==> config.mk <==
export PLATFORM = sky130hd
export DESIGN_NAME = marked_length_part_deframer
export DESIGN_NICKNAME = d
export VERILOG_FILES = /design/src/design/mlpd_pkg.sv /design/src/design/marked_length_part_deframer.sv
export SDC_FILE = /design/constraint.sdc
export NUM_CORES = 1
export LEC_CHECK = 0
export BUFFER_PORTS_ARGS = -buffer_cell sky130_fd_sc_hd__buf_4
export CORE_MARGIN = 2
export CORE_UTILIZATION = 58
export CTS_BUF_LIST = sky130_fd_sc_hd__clkbuf_4
export DETAILED_ROUTE_END_ITERATION = 6
export PLACE_DENSITY = 0.79
export SYNTH_ARGS = -nofsm -noshare
export SYNTH_HDL_FRONTEND = slang
export SYNTH_SLANG_ARGS = --single-unit
==> constraint.sdc <==
create_clock -name clk -period 5 [get_ports clk]
set_clock_uncertainty 0.05 [all_clocks]
set_input_delay 0.25 -clock clk [delete_from_list [all_inputs] [get_ports clk]]
set_output_delay 0.25 -clock clk [all_outputs]
set_load 0.005 [all_outputs]
==> src/design/mlpd_pkg.sv <==
`default_nettype none
package mlpd_pkg;

  // Width of a part length
  localparam int LEN_WIDTH = 16;

  // Marker and syntax bytes
  localparam logic [7:0] MK0       = 8'hEF;
  localparam logic [7:0] MK1       = 8'hBF;
  localparam logic [7:0] MK2       = 8'hBD;
  localparam logic [7:0] COLON     = 8'h3A;
  localparam logic [7:0] TYPE_LO   = 8'h33;  // '3'
  localparam logic [7:0] TYPE_HI   = 8'h35;  // '5'
  localparam logic [7:0] DIGIT_LO  = 8'h30;
  localparam logic [7:0] DIGIT_HI  = 8'h39;

  // Result kinds
  localparam logic [1:0] KIND_BODY = 2'd0;
  localparam logic [1:0] KIND_LAST = 2'd1;
  localparam logic [1:0] KIND_NOOP = 2'd2;
  localparam logic [1:0] KIND_ERR  = 2'd3;

  // Error causes
  localparam logic [2:0] ERR_NONE    = 3'd0;
  localparam logic [2:0] ERR_SHORT   = 3'd1;
  localparam logic [2:0] ERR_MARKER  = 3'd2;
  localparam logic [2:0] ERR_EMPTY   = 3'd3;
  localparam logic [2:0] ERR_TYPE    = 3'd4;
  localparam logic [2:0] ERR_LENGTH  = 3'd5;

  // Parse phases, one-hot
  typedef enum logic [10:0] {
    PH_D0     = 11'b000_0000_0001,
    PH_D1     = 11'b000_0000_0010,
    PH_D2     = 11'b000_0000_0100,
    PH_SINGLE = 11'b000_0000_1000,
    PH_EF     = 11'b000_0001_0000,
    PH_BF     = 11'b000_0010_0000,
    PH_BD     = 11'b000_0100_0000,
    PH_DIGITS = 11'b000_1000_0000,
    PH_BF2    = 11'b001_0000_0000,
    PH_BD2    = 11'b010_0000_0000,
    PH_PART   = 11'b100_0000_0000
  } phase_t;

  // Outcome of one message byte
  typedef struct packed {
    logic       emit;
    logic       fail;
    logic [1:0] kind;
    logic [1:0] msg_type;
    logic [2:0] cause;
    logic [7:0] first_byte;
    logic [1:0] noop_colons;
    logic [1:0] colon_count;
  } msg_res_t;

  // One byte of a message at position pos (saturated at 3)
  function automatic msg_res_t msg_byte(
    input logic [7:0] b,
    input logic [1:0] pos,
    input logic       last,
    input logic [7:0] first_byte,
    input logic [1:0] noop_colons,
    input logic [1:0] colon_count
  );
    msg_res_t   r;
    logic [7:0] type_off;
    r = '0;
    r.first_byte  = (pos == 2'd0) ? b : first_byte;
    r.noop_colons = noop_colons;
    r.colon_count = colon_count;
    if ((pos == 2'd1 || pos == 2'd2) && b == COLON) begin
      r.noop_colons = noop_colons + 2'd1;
    end
    type_off = r.first_byte - TYPE_LO;
    if (colon_count != 2'd3) begin
      // still in the header of the message
      if (b == COLON) begin
        r.colon_count = colon_count + 2'd1;
      end
      if (last) begin
        r.emit = 1'b1;
        if (pos == 2'd2 && r.noop_colons == 2'd2) begin
          r.kind = KIND_NOOP;
        end else begin
          r.fail  = 1'b1;
          r.kind  = KIND_ERR;
          r.cause = ERR_EMPTY;
        end
      end
    end else if (r.first_byte < TYPE_LO || r.first_byte > TYPE_HI) begin
      r.emit  = 1'b1;
      r.fail  = 1'b1;
      r.kind  = KIND_ERR;
      r.cause = ERR_TYPE;
    end else begin
      r.emit     = 1'b1;
      r.kind     = last ? KIND_LAST : KIND_BODY;
      r.msg_type = type_off[1:0];
    end
    return r;
  endfunction

endpackage
`default_nettype wire

==> src/design/marked_length_part_deframer.sv <==
`default_nettype none
// Channel   Dir  Fields
// s_axis    in   tdata[7:0] data_byte, tlast end_of_body
// m_axis    out  tdata[7:0] body_byte, [9:8] msg_type, [12:10] error_cause;
//                tuser[1:0] kind
//
// One byte per cycle; a byte's result shows on m_axis the cycle after it is taken.
// The parse state and the single output register are updated in the same cycle.
// rst (synchronous) returns the parser to the start of a body.
// s_axis_tready drops only while a result is held and m_axis_tready is low.
module marked_length_part_deframer
  import mlpd_pkg::*;
(
  input  wire logic        clk,
  input  wire logic        rst,
  input  wire logic        s_axis_tvalid,
  output logic             s_axis_tready,
  input  wire logic [7:0]  s_axis_tdata,   // [7:0] data_byte
  input  wire logic        s_axis_tlast,
  output logic             m_axis_tvalid,
  input  wire logic        m_axis_tready,
  output logic [15:0]      m_axis_tdata,   // [7:0] body_byte, [9:8] msg_type,
                                           // [12:10] error_cause, rest zero
  output logic [1:0]       m_axis_tuser    // [1:0] kind
);

  // Parser state
  phase_t                 phase, phase_next;
  logic [2:0]             body_count, body_count_next;
  logic [LEN_WIDTH-1:0]   part_length, part_length_next;
  logic [LEN_WIDTH-1:0]   part_remaining, part_remaining_next;
  logic [1:0]             colon_count, colon_count_next;
  logic [7:0]             first_byte, first_byte_next;
  logic [1:0]             noop_colons, noop_colons_next;
  logic                   failed, failed_next;

  // Output register
  logic                   out_valid;
  logic [1:0]             out_kind;
  logic [7:0]             out_body;
  logic [1:0]             out_type;
  logic [2:0]             out_cause;

  // Step results
  logic                   emit;
  logic [1:0]             res_kind;
  logic [7:0]             res_body;
  logic [1:0]             res_type;
  logic [2:0]             res_cause;

  logic                   accept;
  logic [7:0]             b;
  logic                   eob;
  logic                   is_digit;
  logic [LEN_WIDTH+3:0]   len_times10;
  logic [LEN_WIDTH-1:0]   part_pos;
  logic                   part_last;
  logic                   mb_en;
  logic [1:0]             mb_pos;
  logic                   mb_last;
  msg_res_t               mb;

  assign b      = s_axis_tdata;
  assign eob    = s_axis_tlast;
  assign s_axis_tready = !out_valid || m_axis_tready;
  assign accept = s_axis_tvalid && s_axis_tready;

  // Length arithmetic
  assign is_digit    = (b >= DIGIT_LO) && (b <= DIGIT_HI);
  assign len_times10 = {1'b0, part_length, 3'b000} + {3'b000, part_length, 1'b0}
                     + {{LEN_WIDTH{1'b0}}, b[3:0]};
  assign part_pos    = part_length - part_remaining;
  assign part_last   = (part_remaining <= {{(LEN_WIDTH-1){1'b0}}, 1'b1});

  // Next state and result for one byte
  always_comb begin
    phase_next          = phase;
    body_count_next     = (body_count < 3'd4) ? body_count + 3'd1 : body_count;
    part_length_next    = part_length;
    part_remaining_next = part_remaining;
    colon_count_next    = colon_count;
    first_byte_next     = first_byte;
    noop_colons_next    = noop_colons;
    failed_next         = failed;
    emit                = 1'b0;
    res_kind            = KIND_ERR;
    res_body            = 8'd0;
    res_type            = 2'd0;
    res_cause           = ERR_NONE;
    mb_en               = 1'b0;
    mb_pos              = 2'd0;
    mb_last             = eob;
    mb                  = '0;

    if (!failed) begin
      if (eob && body_count < 3'd3) begin
        emit      = 1'b1;
        res_cause = ERR_SHORT;
      end else begin
        unique case (phase)
          PH_D0: begin
            phase_next = (b == MK0) ? PH_D1 : PH_SINGLE;
            mb_en      = 1'b1;
            mb_pos     = 2'd0;
          end
          PH_D1: begin
            phase_next = (b == MK1) ? PH_D2 : PH_SINGLE;
            mb_en      = 1'b1;
            mb_pos     = 2'd1;
          end
          PH_D2: begin
            if (b == MK2) begin
              colon_count_next = 2'd0;
              first_byte_next  = 8'd0;
              noop_colons_next = 2'd0;
              part_length_next = '0;
              phase_next       = PH_DIGITS;
            end else begin
              phase_next = PH_SINGLE;
              mb_en      = 1'b1;
              mb_pos     = 2'd2;
            end
          end
          PH_SINGLE: begin
            mb_en  = 1'b1;
            mb_pos = (body_count >= 3'd3) ? 2'd3 : body_count[1:0];
          end
          PH_EF: begin
            if (b != MK0 || eob) begin
              emit      = 1'b1;
              res_cause = ERR_MARKER;
            end else begin
              phase_next = PH_BF;
            end
          end
          PH_BF: begin
            if (b != MK1 || eob) begin
              emit      = 1'b1;
              res_cause = ERR_MARKER;
            end else begin
              phase_next = PH_BD;
            end
          end
          PH_BD: begin
            if (b != MK2 || eob) begin
              emit      = 1'b1;
              res_cause = ERR_MARKER;
            end else begin
              part_length_next = '0;
              phase_next       = PH_DIGITS;
            end
          end
          PH_DIGITS: begin
            if (is_digit) begin
              if (len_times10[LEN_WIDTH+3:LEN_WIDTH] != 4'd0) begin
                emit      = 1'b1;
                res_cause = ERR_LENGTH;
              end else begin
                part_length_next = len_times10[LEN_WIDTH-1:0];
                if (eob) begin
                  emit      = 1'b1;
                  res_cause = ERR_MARKER;
                end
              end
            end else if (b != MK0 || eob) begin
              emit      = 1'b1;
              res_cause = ERR_MARKER;
            end else begin
              phase_next = PH_BF2;
            end
          end
          PH_BF2: begin
            if (b != MK1 || eob) begin
              emit      = 1'b1;
              res_cause = ERR_MARKER;
            end else begin
              phase_next = PH_BD2;
            end
          end
          PH_BD2: begin
            if (b != MK2 || eob) begin
              emit      = 1'b1;
              res_cause = ERR_MARKER;
            end else if (part_length == '0) begin
              emit      = 1'b1;
              res_cause = ERR_EMPTY;
            end else begin
              part_remaining_next = part_length;
              colon_count_next    = 2'd0;
              first_byte_next     = 8'd0;
              noop_colons_next    = 2'd0;
              phase_next          = PH_PART;
            end
          end
          PH_PART: begin
            if (eob && !part_last) begin
              emit      = 1'b1;
              res_cause = ERR_MARKER;
            end else begin
              mb_en   = 1'b1;
              mb_last = part_last;
              mb_pos  = (part_pos > {{(LEN_WIDTH-2){1'b0}}, 2'd3}) ? 2'd3 : part_pos[1:0];
              if (part_last) begin
                part_remaining_next = '0;
                phase_next          = PH_EF;
              end else begin
                part_remaining_next = part_remaining - {{(LEN_WIDTH-1){1'b0}}, 1'b1};
              end
            end
          end
          default: begin
            emit      = 1'b1;
            res_cause = ERR_MARKER;
          end
        endcase
      end

      // A header error stops the body
      if (emit) begin
        failed_next = 1'b1;
      end

      // Fold in the message byte outcome
      if (mb_en) begin
        mb               = msg_byte(b, mb_pos, mb_last, first_byte, noop_colons,
                                    colon_count);
        first_byte_next  = mb.first_byte;
        noop_colons_next = mb.noop_colons;
        colon_count_next = mb.colon_count;
        emit             = mb.emit;
        res_kind         = mb.kind;
        res_body         = (mb.kind == KIND_BODY || mb.kind == KIND_LAST) ? b : 8'd0;
        res_type         = mb.msg_type;
        res_cause        = mb.cause;
        failed_next      = mb.fail;
      end
    end

    // End of body returns to the start
    if (eob) begin
      phase_next          = PH_D0;
      body_count_next     = 3'd0;
      part_length_next    = '0;
      part_remaining_next = '0;
      colon_count_next    = 2'd0;
      first_byte_next     = 8'd0;
      noop_colons_next    = 2'd0;
      failed_next         = 1'b0;
    end
  end

  // Parser state registers
  always_ff @(posedge clk) begin
    if (rst) begin
      phase          <= PH_D0;
      body_count     <= 3'd0;
      part_length    <= '0;
      part_remaining <= '0;
      colon_count    <= 2'd0;
      first_byte     <= 8'd0;
      noop_colons    <= 2'd0;
      failed         <= 1'b0;
    end else if (accept) begin
      phase          <= phase_next;
      body_count     <= body_count_next;
      part_length    <= part_length_next;
      part_remaining <= part_remaining_next;
      colon_count    <= colon_count_next;
      first_byte     <= first_byte_next;
      noop_colons    <= noop_colons_next;
      failed         <= failed_next;
    end
  end

  // Output register valid
  always_ff @(posedge clk) begin
    if (rst) begin
      out_valid <= 1'b0;
    end else if (accept) begin
      out_valid <= emit;
    end else if (m_axis_tready) begin
      out_valid <= 1'b0;
    end
  end

  // Output register payload
  always_ff @(posedge clk) begin
    if (accept && emit) begin
      out_kind  <= res_kind;
      out_body  <= res_body;
      out_type  <= res_type;
      out_cause <= res_cause;
    end
  end

  assign m_axis_tvalid = out_valid;
  assign m_axis_tdata  = {3'b000, out_cause, out_type, out_body};
  assign m_axis_tuser  = out_kind;

endmodule
`default_nettype wire
# Word level (Yosys, flattened, before mapping)
# Cells that the tools add are included.
# totals
out_inout_bits	20
regBits	75
word_cells	235
# classes
n_mux	121
magnitude_cmp	9
n_bitwise	2
reduce_logical	38
n_eq_ne	44
n_addsub	8
# ops
op	count
2-to-1 mux 16 bit	14
2-to-1 mux 11 bit	13
case mux 11 bit (10 select lines)	1
2-to-1 mux 8 bit	9
2-to-1 mux 2 bit	31
case mux 16 bit (3 select lines)	1
!= test 3 bit, second input constant	13
case mux 16 bit (2 select lines)	1
2-to-1 mux 1 bit	31
== test 8 bit, second input constant	3
2-to-1 mux 3 bit	8
2-to-1 mux 4 bit	6
!= test 8 bit, second input constant	3
case mux 3 bit (7 select lines)	1
adder 19 x 17 -> 20 bit	1
adder 20 x 4 -> 20 bit	1
> comparator 16 x 2 -> 1 bit, second input constant	1
less-or-equal comparator 16 x 1 -> 1 bit, second input constant	1
zero test 16 bit	1
case mux 8 bit (2 select lines)	1
subtractor 16 x 1 -> 16 bit, second input constant	1
subtractor 16 bit	1
AND reduction 14 bit	1
AND reduction 7 bit	2
other kinds (46)	76

# Depth between registers and ports, before layout
# Gate-level depths: netlist of the first run.
# depth
depth_word	24
depth_mapped	25

# Worst setup path after synthesis of the first run
# No wires, ideal clock.
# synth_path
kind	flip-flop to flip-flop
from	register part_remaining[4]
to	register out_kind[1] (netlist: m_axis_tuser[1]), data pin
t_arrival_ns	4.382
required_time_ns	4.686
slack_ns	0.304
stages_incl_launch_ff	23
period_less_slack_ns	4.696
path_buffers	1
setup_time_ns	0.264
cell_sequence	dfxtp_1 inv_1 ha_1 a21o_1 nor3_1 nor2b_1 o21bai_1 a31oi_1 mux2_2 o22ai_1 o2111ai_1 o21ai_0 a31o_2 ha_1 clkbuf_1 mux2_2 inv_1 ha_1 nor2_1 o21ai_0 a21oi_1 nor3_2 inv_1
# synth_via
elab_chain_len	15
elab_cells_between_ends	30
classes_between	add/sub (1); order compare (4); mux (19); bitwise (1); reduce/logical (5)
# synth_lines
element	line_no	text
start, declared	marked_length_part_deframer.sv:31	logic [LEN_WIDTH-1:0] part_remaining, part_remaining_next;
start signal, assigned	marked_length_part_deframer.sv:267	part_remaining <= part_remaining_next;
subtractor 16 bit / less-or-equal comparator 16 x 1 -> 1 bit (equally long branches)	marked_length_part_deframer.sv:72, marked_length_part_deframer.sv:73	
> comparator 16 x 2 -> 1 bit / zero test 1 bit (equally long branches)	marked_length_part_deframer.sv:202, marked_length_part_deframer.sv:196	
2-to-1 mux 2 bit / logical AND 1 bit (equally long branches)	marked_length_part_deframer.sv:202, marked_length_part_deframer.sv:196	
2-to-1 mux 2 bit	marked_length_part_deframer.sv:196	if (eob && !part_last) begin
case mux 2 bit (4 select lines)	marked_length_part_deframer.sv:100	unique case (phase)
2-to-1 mux 2 bit	marked_length_part_deframer.sv:96	if (eob && body_count < 3'd3) begin
2-to-1 mux 2 bit	marked_length_part_deframer.sv:95	if (!failed) begin
zero test 2 bit	mlpd_pkg.sv:70	r.first_byte = (pos == 2'd0) ? b : first_byte;
2-to-1 mux 8 bit	mlpd_pkg.sv:70	
< comparator 8 x 6 -> 1 bit / > comparator 8 x 6 -> 1 bit (equally long branches)	mlpd_pkg.sv:92	end else if (r.first_byte < TYPE_LO || r.first_byte > TYPE_HI) begin
logical OR 1 bit	mlpd_pkg.sv:92	
2-to-1 mux 2 bit	mlpd_pkg.sv:92	
2-to-1 mux 4 bit	mlpd_pkg.sv:77	if (colon_count != 2'd3) begin
2-to-1 mux 4 bit	marked_length_part_deframer.sv:224	if (mb_en) begin
2-to-1 mux 4 bit	marked_length_part_deframer.sv:95	
end signal, assigned	marked_length_part_deframer.sv:289	out_kind <= res_kind;
end, declared	marked_length_part_deframer.sv:39	logic [1:0] out_kind;
# Parallel ways exist; a longest one is shown, timed or not. The select of a mux whose other input is x is not followed.
# A chain may end at the register's enable or synchronous reset.

# Final worst setup path of the first run
# layout_path
from	register part_remaining[4]
to	register failed
# layout_via
elab_chain_len	23
elab_cells_between_ends	46
classes_between	add/sub (1); order compare (4); eq/ne (3); mux (31); reduce/logical (7)
# layout_lines
element	line_no	text
subtractor 16 bit / less-or-equal comparator 16 x 1 -> 1 bit (equally long branches)	marked_length_part_deframer.sv:72, marked_length_part_deframer.sv:73	
> comparator 16 x 2 -> 1 bit / zero test 1 bit (equally long branches)	marked_length_part_deframer.sv:202, marked_length_part_deframer.sv:196	
2-to-1 mux 2 bit / logical AND 1 bit (equally long branches)	marked_length_part_deframer.sv:202, marked_length_part_deframer.sv:196	
2-to-1 mux 2 bit	marked_length_part_deframer.sv:196	
case mux 2 bit (4 select lines)	marked_length_part_deframer.sv:100	
2-to-1 mux 2 bit	marked_length_part_deframer.sv:96	
2-to-1 mux 2 bit	marked_length_part_deframer.sv:95	
== test 2 x 1 -> 1 bit / == test 2 bit (equally long branches)	mlpd_pkg.sv:73, mlpd_pkg.sv:84	
[7 not listed]	n/a	
2-to-1 mux 1 bit	mlpd_pkg.sv:84	if (pos == 2'd2 && r.noop_colons == 2'd2) begin
2-to-1 mux 4 bit	mlpd_pkg.sv:82	if (last) begin
2-to-1 mux 4 bit	mlpd_pkg.sv:77	
2-to-1 mux 4 bit	marked_length_part_deframer.sv:224	
2-to-1 mux 4 bit	marked_length_part_deframer.sv:95	
2-to-1 mux 1 bit (*)	marked_length_part_deframer.sv:224	
2-to-1 mux 1 bit (*)	marked_length_part_deframer.sv:95	
2-to-1 mux 1 bit (*)	marked_length_part_deframer.sv:240	if (eob) begin
end signal, assigned	marked_length_part_deframer.sv:271	failed <= failed_next;
end, declared	marked_length_part_deframer.sv:35	logic failed, failed_next;
# Mark *: on every way between the ends. The rest lies on a longest branch, timed or not. The select of a mux whose other input is x is not followed.

==> results_dict.tcl, run 1 <==
set metrics [dict create \
    drc 0 \
    min_path_type "in -> reg" \
    yosysWarnings 0 \
    power.internal_mw 0.8630 \
    fin_cells 943 \
    worstPathMaxFanout 4 \
    whs_ns 0.01136 \
    clock-sinks 75 \
    status "finished, final reports clean" \
    setup-tns-final_ns 0 \
    setup_viol_count_final 0 \
    p_switching_mw 0.3681 \
    place_congestion 0.9125 \
    fp.dieH_um 106.6 \
    avgSynthCellArea_um2 7.933 \
    synthCells 769 \
    antenna_found_initial 0 \
    fp.dieW_um 106.6 \
    final_max_slew_viol_count 0 \
    sw_frac_of_total_pct 29.90 \
    drt-total-wl_um 16430 \
    worstSetupPathType "reg -> reg" \
    slew-limit-headroom_pct 50.86 \
    place_area_mm2 0.006518 \
    worstSetupEndpointType "register" \
    via_per_inst 6.279 \
    worst_ep_required_time_ns 5.31 \
    finalInstanceArea_mm2 0.006875 \
    fmax_mhz 206.9 \
    crit_path_max_incr_delay_ns 0.41 \
    clkPwrFrac_pct 33.9 \
    hpwl_um 12050 \
    grt_overflow 0 \
    port_buffers 29 \
    cap_viol_max_count 0 \
    drtAntennaViolNets 0 \
    dpl_worst_slack_ns -0.08246 \
    dieArea_mm2 0.01136 \
    std_cell_rows 37 \
    vias 5921 \
    synthFlopType "dfxtp_1" \
    yosys_register_bits 75 \
    grt_first_pass_wirelength_um 26320 \
    drive_gt1_share_pct 15.49 \
    first_pass_iters 7 \
    vdd_drop_max_mv 0.1148 \
    worstPathBufferInverterCount 2 \
    syn-cell-area_mm2 0.006101 \
    power-per-cell-area_mw_per_mm2 179.1 \
    tightest_slew_ns 0.7295 \
    grt.total_usage_pct 28.84 \
    fill_cells 878 \
    n_antenna_cell 0 \
    cts_max_path_buffers 2 \
    fin_crit_ns 4.834 \
    dp.cells 923 \
    area_growth_pct 12.69 \
    path_clk_slew_ns 0.14 \
    cts.htree.levels 3 \
    synthArstFlopShare_pct 0 \
    coreArea_mm2 0.01028 \
    insertion_delay_ns 0.47 \
    arrival_ns 5.15 \
    path_cells "inv_1, ha_1, a21o_1, nor3_1, nor2b_4, o21bai_1, a31oi_2, mux2_2, o22ai_1, o2111ai_2, o21ai_1, a31o_2, ha_4, mux2_4, inv_4, ha_4, nor2_4, o21ai_4, a21oi_4, nand2_2, o2111a_1, nand2_1, o221a_1" \
    yosysSeqAreaShare_pct 27.07 \
    synth.distinct_cells 74 \
    root_buffer "clkbuf_4" \
    start_util_pct 59.36 \
    power_frac_comb_pct 13.5 \
    crit_top_cell "ha_4" \
    numCtsBuffers 9 \
    grt_pass1_vias 5539 \
    finalPower_mw 1.231 \
    setup_slack_ns 0.1660 \
    slowest_stage "dfxtp_1" \
    cts_tree "done" \
    hold_viol 0 \
    fin_crit_sh_pct 96.68 \
    num-nets-final 874 \
    grt_start_max_net_pins 59 \
    seqPwrFrac_pct 52.6 \
    utilization_pct 66.90 \
    p_leak_nw 2.948 \
    drt_iter0_drc 453 \
    wl_per_cell_um 17.42 \
    io_pins 33 \
    cp_top_family "compound AO/OA/AOI/OAI gates" \
    critPathLaunchType "register" \
    synth_edf_count 15 \
]
path summary, 6_finish.rpt:
path | start | end | slack [ns] | cells past startpoint
max reg2reg | part_remaining[4] | failed | 0.17 | 23
max | part_remaining[4] | failed | 0.17 | 23
min | s_axis_tdata[5] | first_byte[5] | 0.01 | 3
min reg2reg | colon_count[0] | colon_count[0] | 0.45 | 2
cell usage in the layout, fill, tap and decap left out, types with 7 or more instances in the layout:
cell type / n
a21o_1: 13
a21oi_1: 40
a22oi_1: 21
a31oi_1: 10
and2_1: 15
buf_4: 54
clkbuf_4: 9
dfxtp_1: 58
edfxtp_1: 15
ha_1: 52
inv_1: 31
inv_2: 7
mux2i_1: 14
nand2_1: 54
nand2b_1: 13
nand3_1: 21
nand3b_1: 21
nor2_1: 80
nor3_1: 30
nor4_1: 13
o211ai_1: 9
o21a_1: 7
o21ai_0: 50
xnor2_1: 23
xor2_1: 11
routing by layer:
| layer | share of wire [%] | track usage [%] |
|---|---|---|
| met1 | 42 | 35.79 |
| met2 | 48 | 49.23 |
| met3 | 5.0 | 3.495 |
| met4 | 4.0 | 14.38 |
| met5 | 0 | 0 |
power by group through the flow:
stage | clock, mW | combinational [mW] | sequential [mW]
final | 0.418 | 0.166 | 0.647
after detailed placement | 0 | 0.152 | 0.661
after floorplan | 0 | 0.104 | 0.658
after global placement | 0 | 0.149 | 0.660
after global routing | 0.448 | 0.179 | 0.650
after CTS | 0.422 | 0.155 | 0.647
timing repair:
action	CTS	global route
cloned	0	1
hold buffers	1	0
endpoints found under the hold margin	1	0
endpoints found under the setup margin	10	14
resized for setup	6	37
buffers inserted	0	2
pin swaps	2	17
cells by family after synthesis:
family	Yosys count	synth area share, %
xor gates and xnor gates	34	4.881
DFF	75	27.07
and+or+nand+nor	303	26.23
AOI/OAI and AO/OA	202	21.04
muxes	19	3.220
buffers and inverters	76	5.024
other	1	0.06147
adders and majority gates	59	12.47
registers in the layout, summed over array words and instances (netlist names):
register,flops
body_count,3
colon_count,2
failed,1
first_byte,8
m_axis_tuser,2
m_axis_tvalid,1
noop_colons,2
out_body,8
out_cause,3
out_type,2
part_length,16
part_remaining,16
phase,11
layout make-up:
class / count / area [um2] / share of cell area, %
tap: 136 / 170.2 / 2.475
clock buffer: 9 / 67.56 / 0.9827
timing repair buffer: 55 / 415.4 / 6.042
inverter: 40 / 155.1 / 2.257
sequential: 75 / 1654 / 24.06
multi-input combinational: 621 / 4329 / 62.97
clock inverter: 7 / 83.83 / 1.219
worst register-to-register path, delay by kind of cell, from the launching register on:
family                     cells  cell delay, ns
adders and majority gates      3            0.62
DFF                            1            0.41
muxes                          2            0.69
AOI/OAI and AO/OA             11            2.15
buffers and inverters          2            0.19
and+or+nand+nor                5            0.61
cell usage after synthesis, types with 7 or more instances:
library cell  instances  area (um2)
mux2i_1              14       140.1
nor2b_1               7       43.79
nor4_1               14       87.58
nand2b_1             13       81.33
a21oi_1              44       220.2
o211ai_1              9       67.56
o21a_1                7       52.55
inv_1                34       127.6
nand2_1              56       210.2
ha_1                 56       700.7
nand3_1              21       105.1
a22oi_1              21       157.7
a21o_1               13       97.59
edfxtp_1             15       450.4
nor3_1               30       150.1
nor2_1               81       304.0
clkbuf_1             26       97.59
a31oi_1              11       68.82
o21ai_0              52       260.3
xnor2_1              23       201.4
xor2_1               11       96.34
and2_1               15       93.84
dfxtp_1              60        1201
nand3b_1             21       157.7
Power figures use the tool's default switching activity.
==> run 2, diff against run 1 <==
--- a/config.mk
+++ b/config.mk
@@ -6,11 +6,13 @@
 export NUM_CORES = 1
 export LEC_CHECK = 0
 export BUFFER_PORTS_ARGS = -buffer_cell sky130_fd_sc_hd__buf_4
+export CELL_PAD_IN_SITES_DETAIL_PLACEMENT = 2
+export CELL_PAD_IN_SITES_GLOBAL_PLACEMENT = 2
 export CORE_MARGIN = 2
-export CORE_UTILIZATION = 58
+export CORE_UTILIZATION = 35
 export CTS_BUF_LIST = sky130_fd_sc_hd__clkbuf_4
 export DETAILED_ROUTE_END_ITERATION = 6
-export PLACE_DENSITY = 0.79
+export PLACE_DENSITY_LB_ADDON = 0.1
 export SYNTH_ARGS = -nofsm -noshare
 export SYNTH_HDL_FRONTEND = slang
 export SYNTH_SLANG_ARGS = --single-unit
==> constraint.sdc (replaced) <==
create_clock -name clk -period 4.07 [get_ports clk]
set_clock_uncertainty 0.05 [all_clocks]
set_input_delay 0.2035 -clock clk [delete_from_list [all_inputs] [get_ports clk]]
set_output_delay 0.2035 -clock clk [all_outputs]
set_load 0.005 [all_outputs]
==> run 2 against run 1 <==
The run now ends with setup timing left. Global-route usage down 2.7 points. Final cell count up 20%. Die area up 63%. Non-clock buffer count up 95. Sequential cell count unchanged. Combinational power up 56%. Maximum frequency up 3.6%. Via count up 8.8%. Largest cell class unchanged.
==> results_dict.tcl, run 2 (synthesis results as in run 1) <==
set metrics [dict create \
    num-nets-final 968 \
    seqPwrFrac_pct 50.0 \
    mostFrequentLayoutCells "buf_4 (137), nor2_1 (79), dfxtp_1 (56)" \
    start_util_pct 35.52 \
    wl_per_cell_um 21.81 \
    area_growth_pct 30.87 \
    setup_slack_ns -0.5945 \
    grt.total_usage_pct 26.16 \
    first_pass_iters 4 \
    dp.cells 1088 \
    path_clk_slew_ns 0.15 \
    tightest_slew_ns 0.8223 \
    cts_tree "done" \
    setup-tns-final_ns -7.928 \
    drtAntennaViolNets 0 \
    worstSetupPathType "reg -> reg" \
    grt_start_max_net_pins 59 \
    dieArea_mm2 0.01850 \
    final_max_slew_viol_count 0 \
    antenna_found_initial 1 \
    startpoint "part_length[0]" \
    via_per_inst 5.719 \
    min_path_type "in -> reg" \
    worstSetupEndpointType "register" \
    place_congestion 0.8543 \
    fp.dieH_um 136.0 \
    layout_commonest_cell "buf_4" \
    power_frac_comb_pct 16.2 \
    critPathLaunchType "register" \
    fin_crit_ns 4.664 \
    clkPwrFrac_pct 33.8 \
    vias 6445 \
    drive_gt1_share_pct 28.19 \
    cap_viol_max_count 0 \
    io_pins 33 \
    sw_frac_of_total_pct 31.87 \
    drt_iter0_drc 316 \
    drc 0 \
    port_buffers 29 \
    fmax_mhz 214.4 \
    std_cell_rows 48 \
    fp.dieW_um 136.0 \
    worst_ep_required_time_ns 4.43 \
    fin_cells 1127 \
    drt-total-wl_um 24580 \
    violations "setup timing" \
    p_switching_mw 0.5082 \
    power.internal_mw 1.086 \
    min_from "m_axis_tready" \
    clock-sinks 75 \
    fin_crit_sh_pct 114.6 \
    grt_pass1_vias 6901 \
    vdd_drop_max_mv 0.1128 \
    coreArea_mm2 0.01718 \
    numCtsBuffers 9 \
    root_buffer "clkbuf_4" \
    arrival_ns 5.02 \
    finalPower_mw 1.595 \
    setup_viol_count_final 31 \
    rsz0062_at_grt "true" \
    hpwl_um 17770 \
    reg_top3 "part_length (16), part_remaining (16), phase (11)" \
    grt_overflow 0 \
    p_leak_nw 3.439 \
    power-per-cell-area_mw_per_mm2 199.7 \
    cts.htree.levels 3 \
    insertion_delay_ns 0.50 \
    grt_first_pass_wirelength_um 37420 \
    dpl_worst_slack_ns -0.8034 \
    hold_viol 0 \
    r2r_start "part_length[0]" \
    slew-limit-headroom_pct 44.71 \
    status "finished with violations" \
    worstPathMaxFanout 4 \
    cts_max_path_buffers 2 \
]
## run 2: power groups by stage
stage | logic [mW] | registers (mW) | clock network, mW
2_1_floorplan | 0.129 | 0.808 | 0
3_3_place_gp | 0.210 | 0.810 | 0
3_5_place_dp | 0.218 | 0.812 | 0
4_1_cts | 0.231 | 0.797 | 0.543
5_1_grt | 0.278 | 0.800 | 0.581
6_report | 0.259 | 0.797 | 0.539
## run 2: through the flow
stage	instance area (um2)	hold WS [ns]	utilization [%]
2_1_floorplan	6198	0.2822	-
3_3_place_gp	7300	0.4043	42.50
3_5_place_dp	7300	0.4481	42.50
4_1_cts	7705	0.02177	44.86
5_1_grt	7984	0.04979	46.48
6_report	7984	0.06238	46.48
## run 2: layout make-up
cell class / instances / area, um2
antenna: 1 / 2.502
clock inverter: 7 / 83.83
fill: 1918 / 9193
tap: 225 / 281.5
clock buffer: 9 / 67.56
timing repair buffer: 150 / 1199
multi-input combinational: 620 / 4531
sequential: 75 / 1662
inverter: 40 / 157.7
## run 2: what timing repair did
action	in CTS	in global routing
resized for setup	30	45
hold buffers	6	0
pin swaps	20	27
setup buffers	7	9
endpoints found under the setup margin	33	42
endpoints found under the hold margin	10	0
cloned	0	1
## run 2: routing by layer
metal	share of wire [%]	vias up	GRT usage [%]	routed length (um)
li1	-	3042	-	-
met1	42	3246	31.00	10330
met2	52	107	46.62	12740
met3	2.3	50	3.207	575
met4	3.8	0	12.56	933
met5	0	-	0	0
## run 2: worst max-delay path, cell delays in order (launching register included)
cell and delay, ns:
dfxtp_4 0.40, inv_4 0.04, ha_4 0.16, fa_2 0.38, nor2b_4 0.13, o211ai_1 0.16
a21oi_2 0.22, o32ai_2 0.12, nor4_2 0.31, o221ai_1 0.17, nor4_2 0.19, o2111ai_2 0.21
o21ai_1 0.19, a31o_2 0.21, ha_4 0.17, mux2_4 0.35, inv_4 0.08, ha_4 0.12
nor2_2 0.04, o21ai_2 0.15, a21oi_2 0.10, nand2_1 0.12, o2111a_1 0.20, nand2_1 0.07
o221a_1 0.24
## run 2: path summary, 6_finish.rpt
kind | end | slack, ns | depth (start not counted)
worst min register to register | colon_count[0] | 0.45 | 2
worst max-delay path | failed | -0.59 | 24
worst min-delay path | m_axis_tvalid | 0.06 | 3
worst max register to register | failed | -0.59 | 24
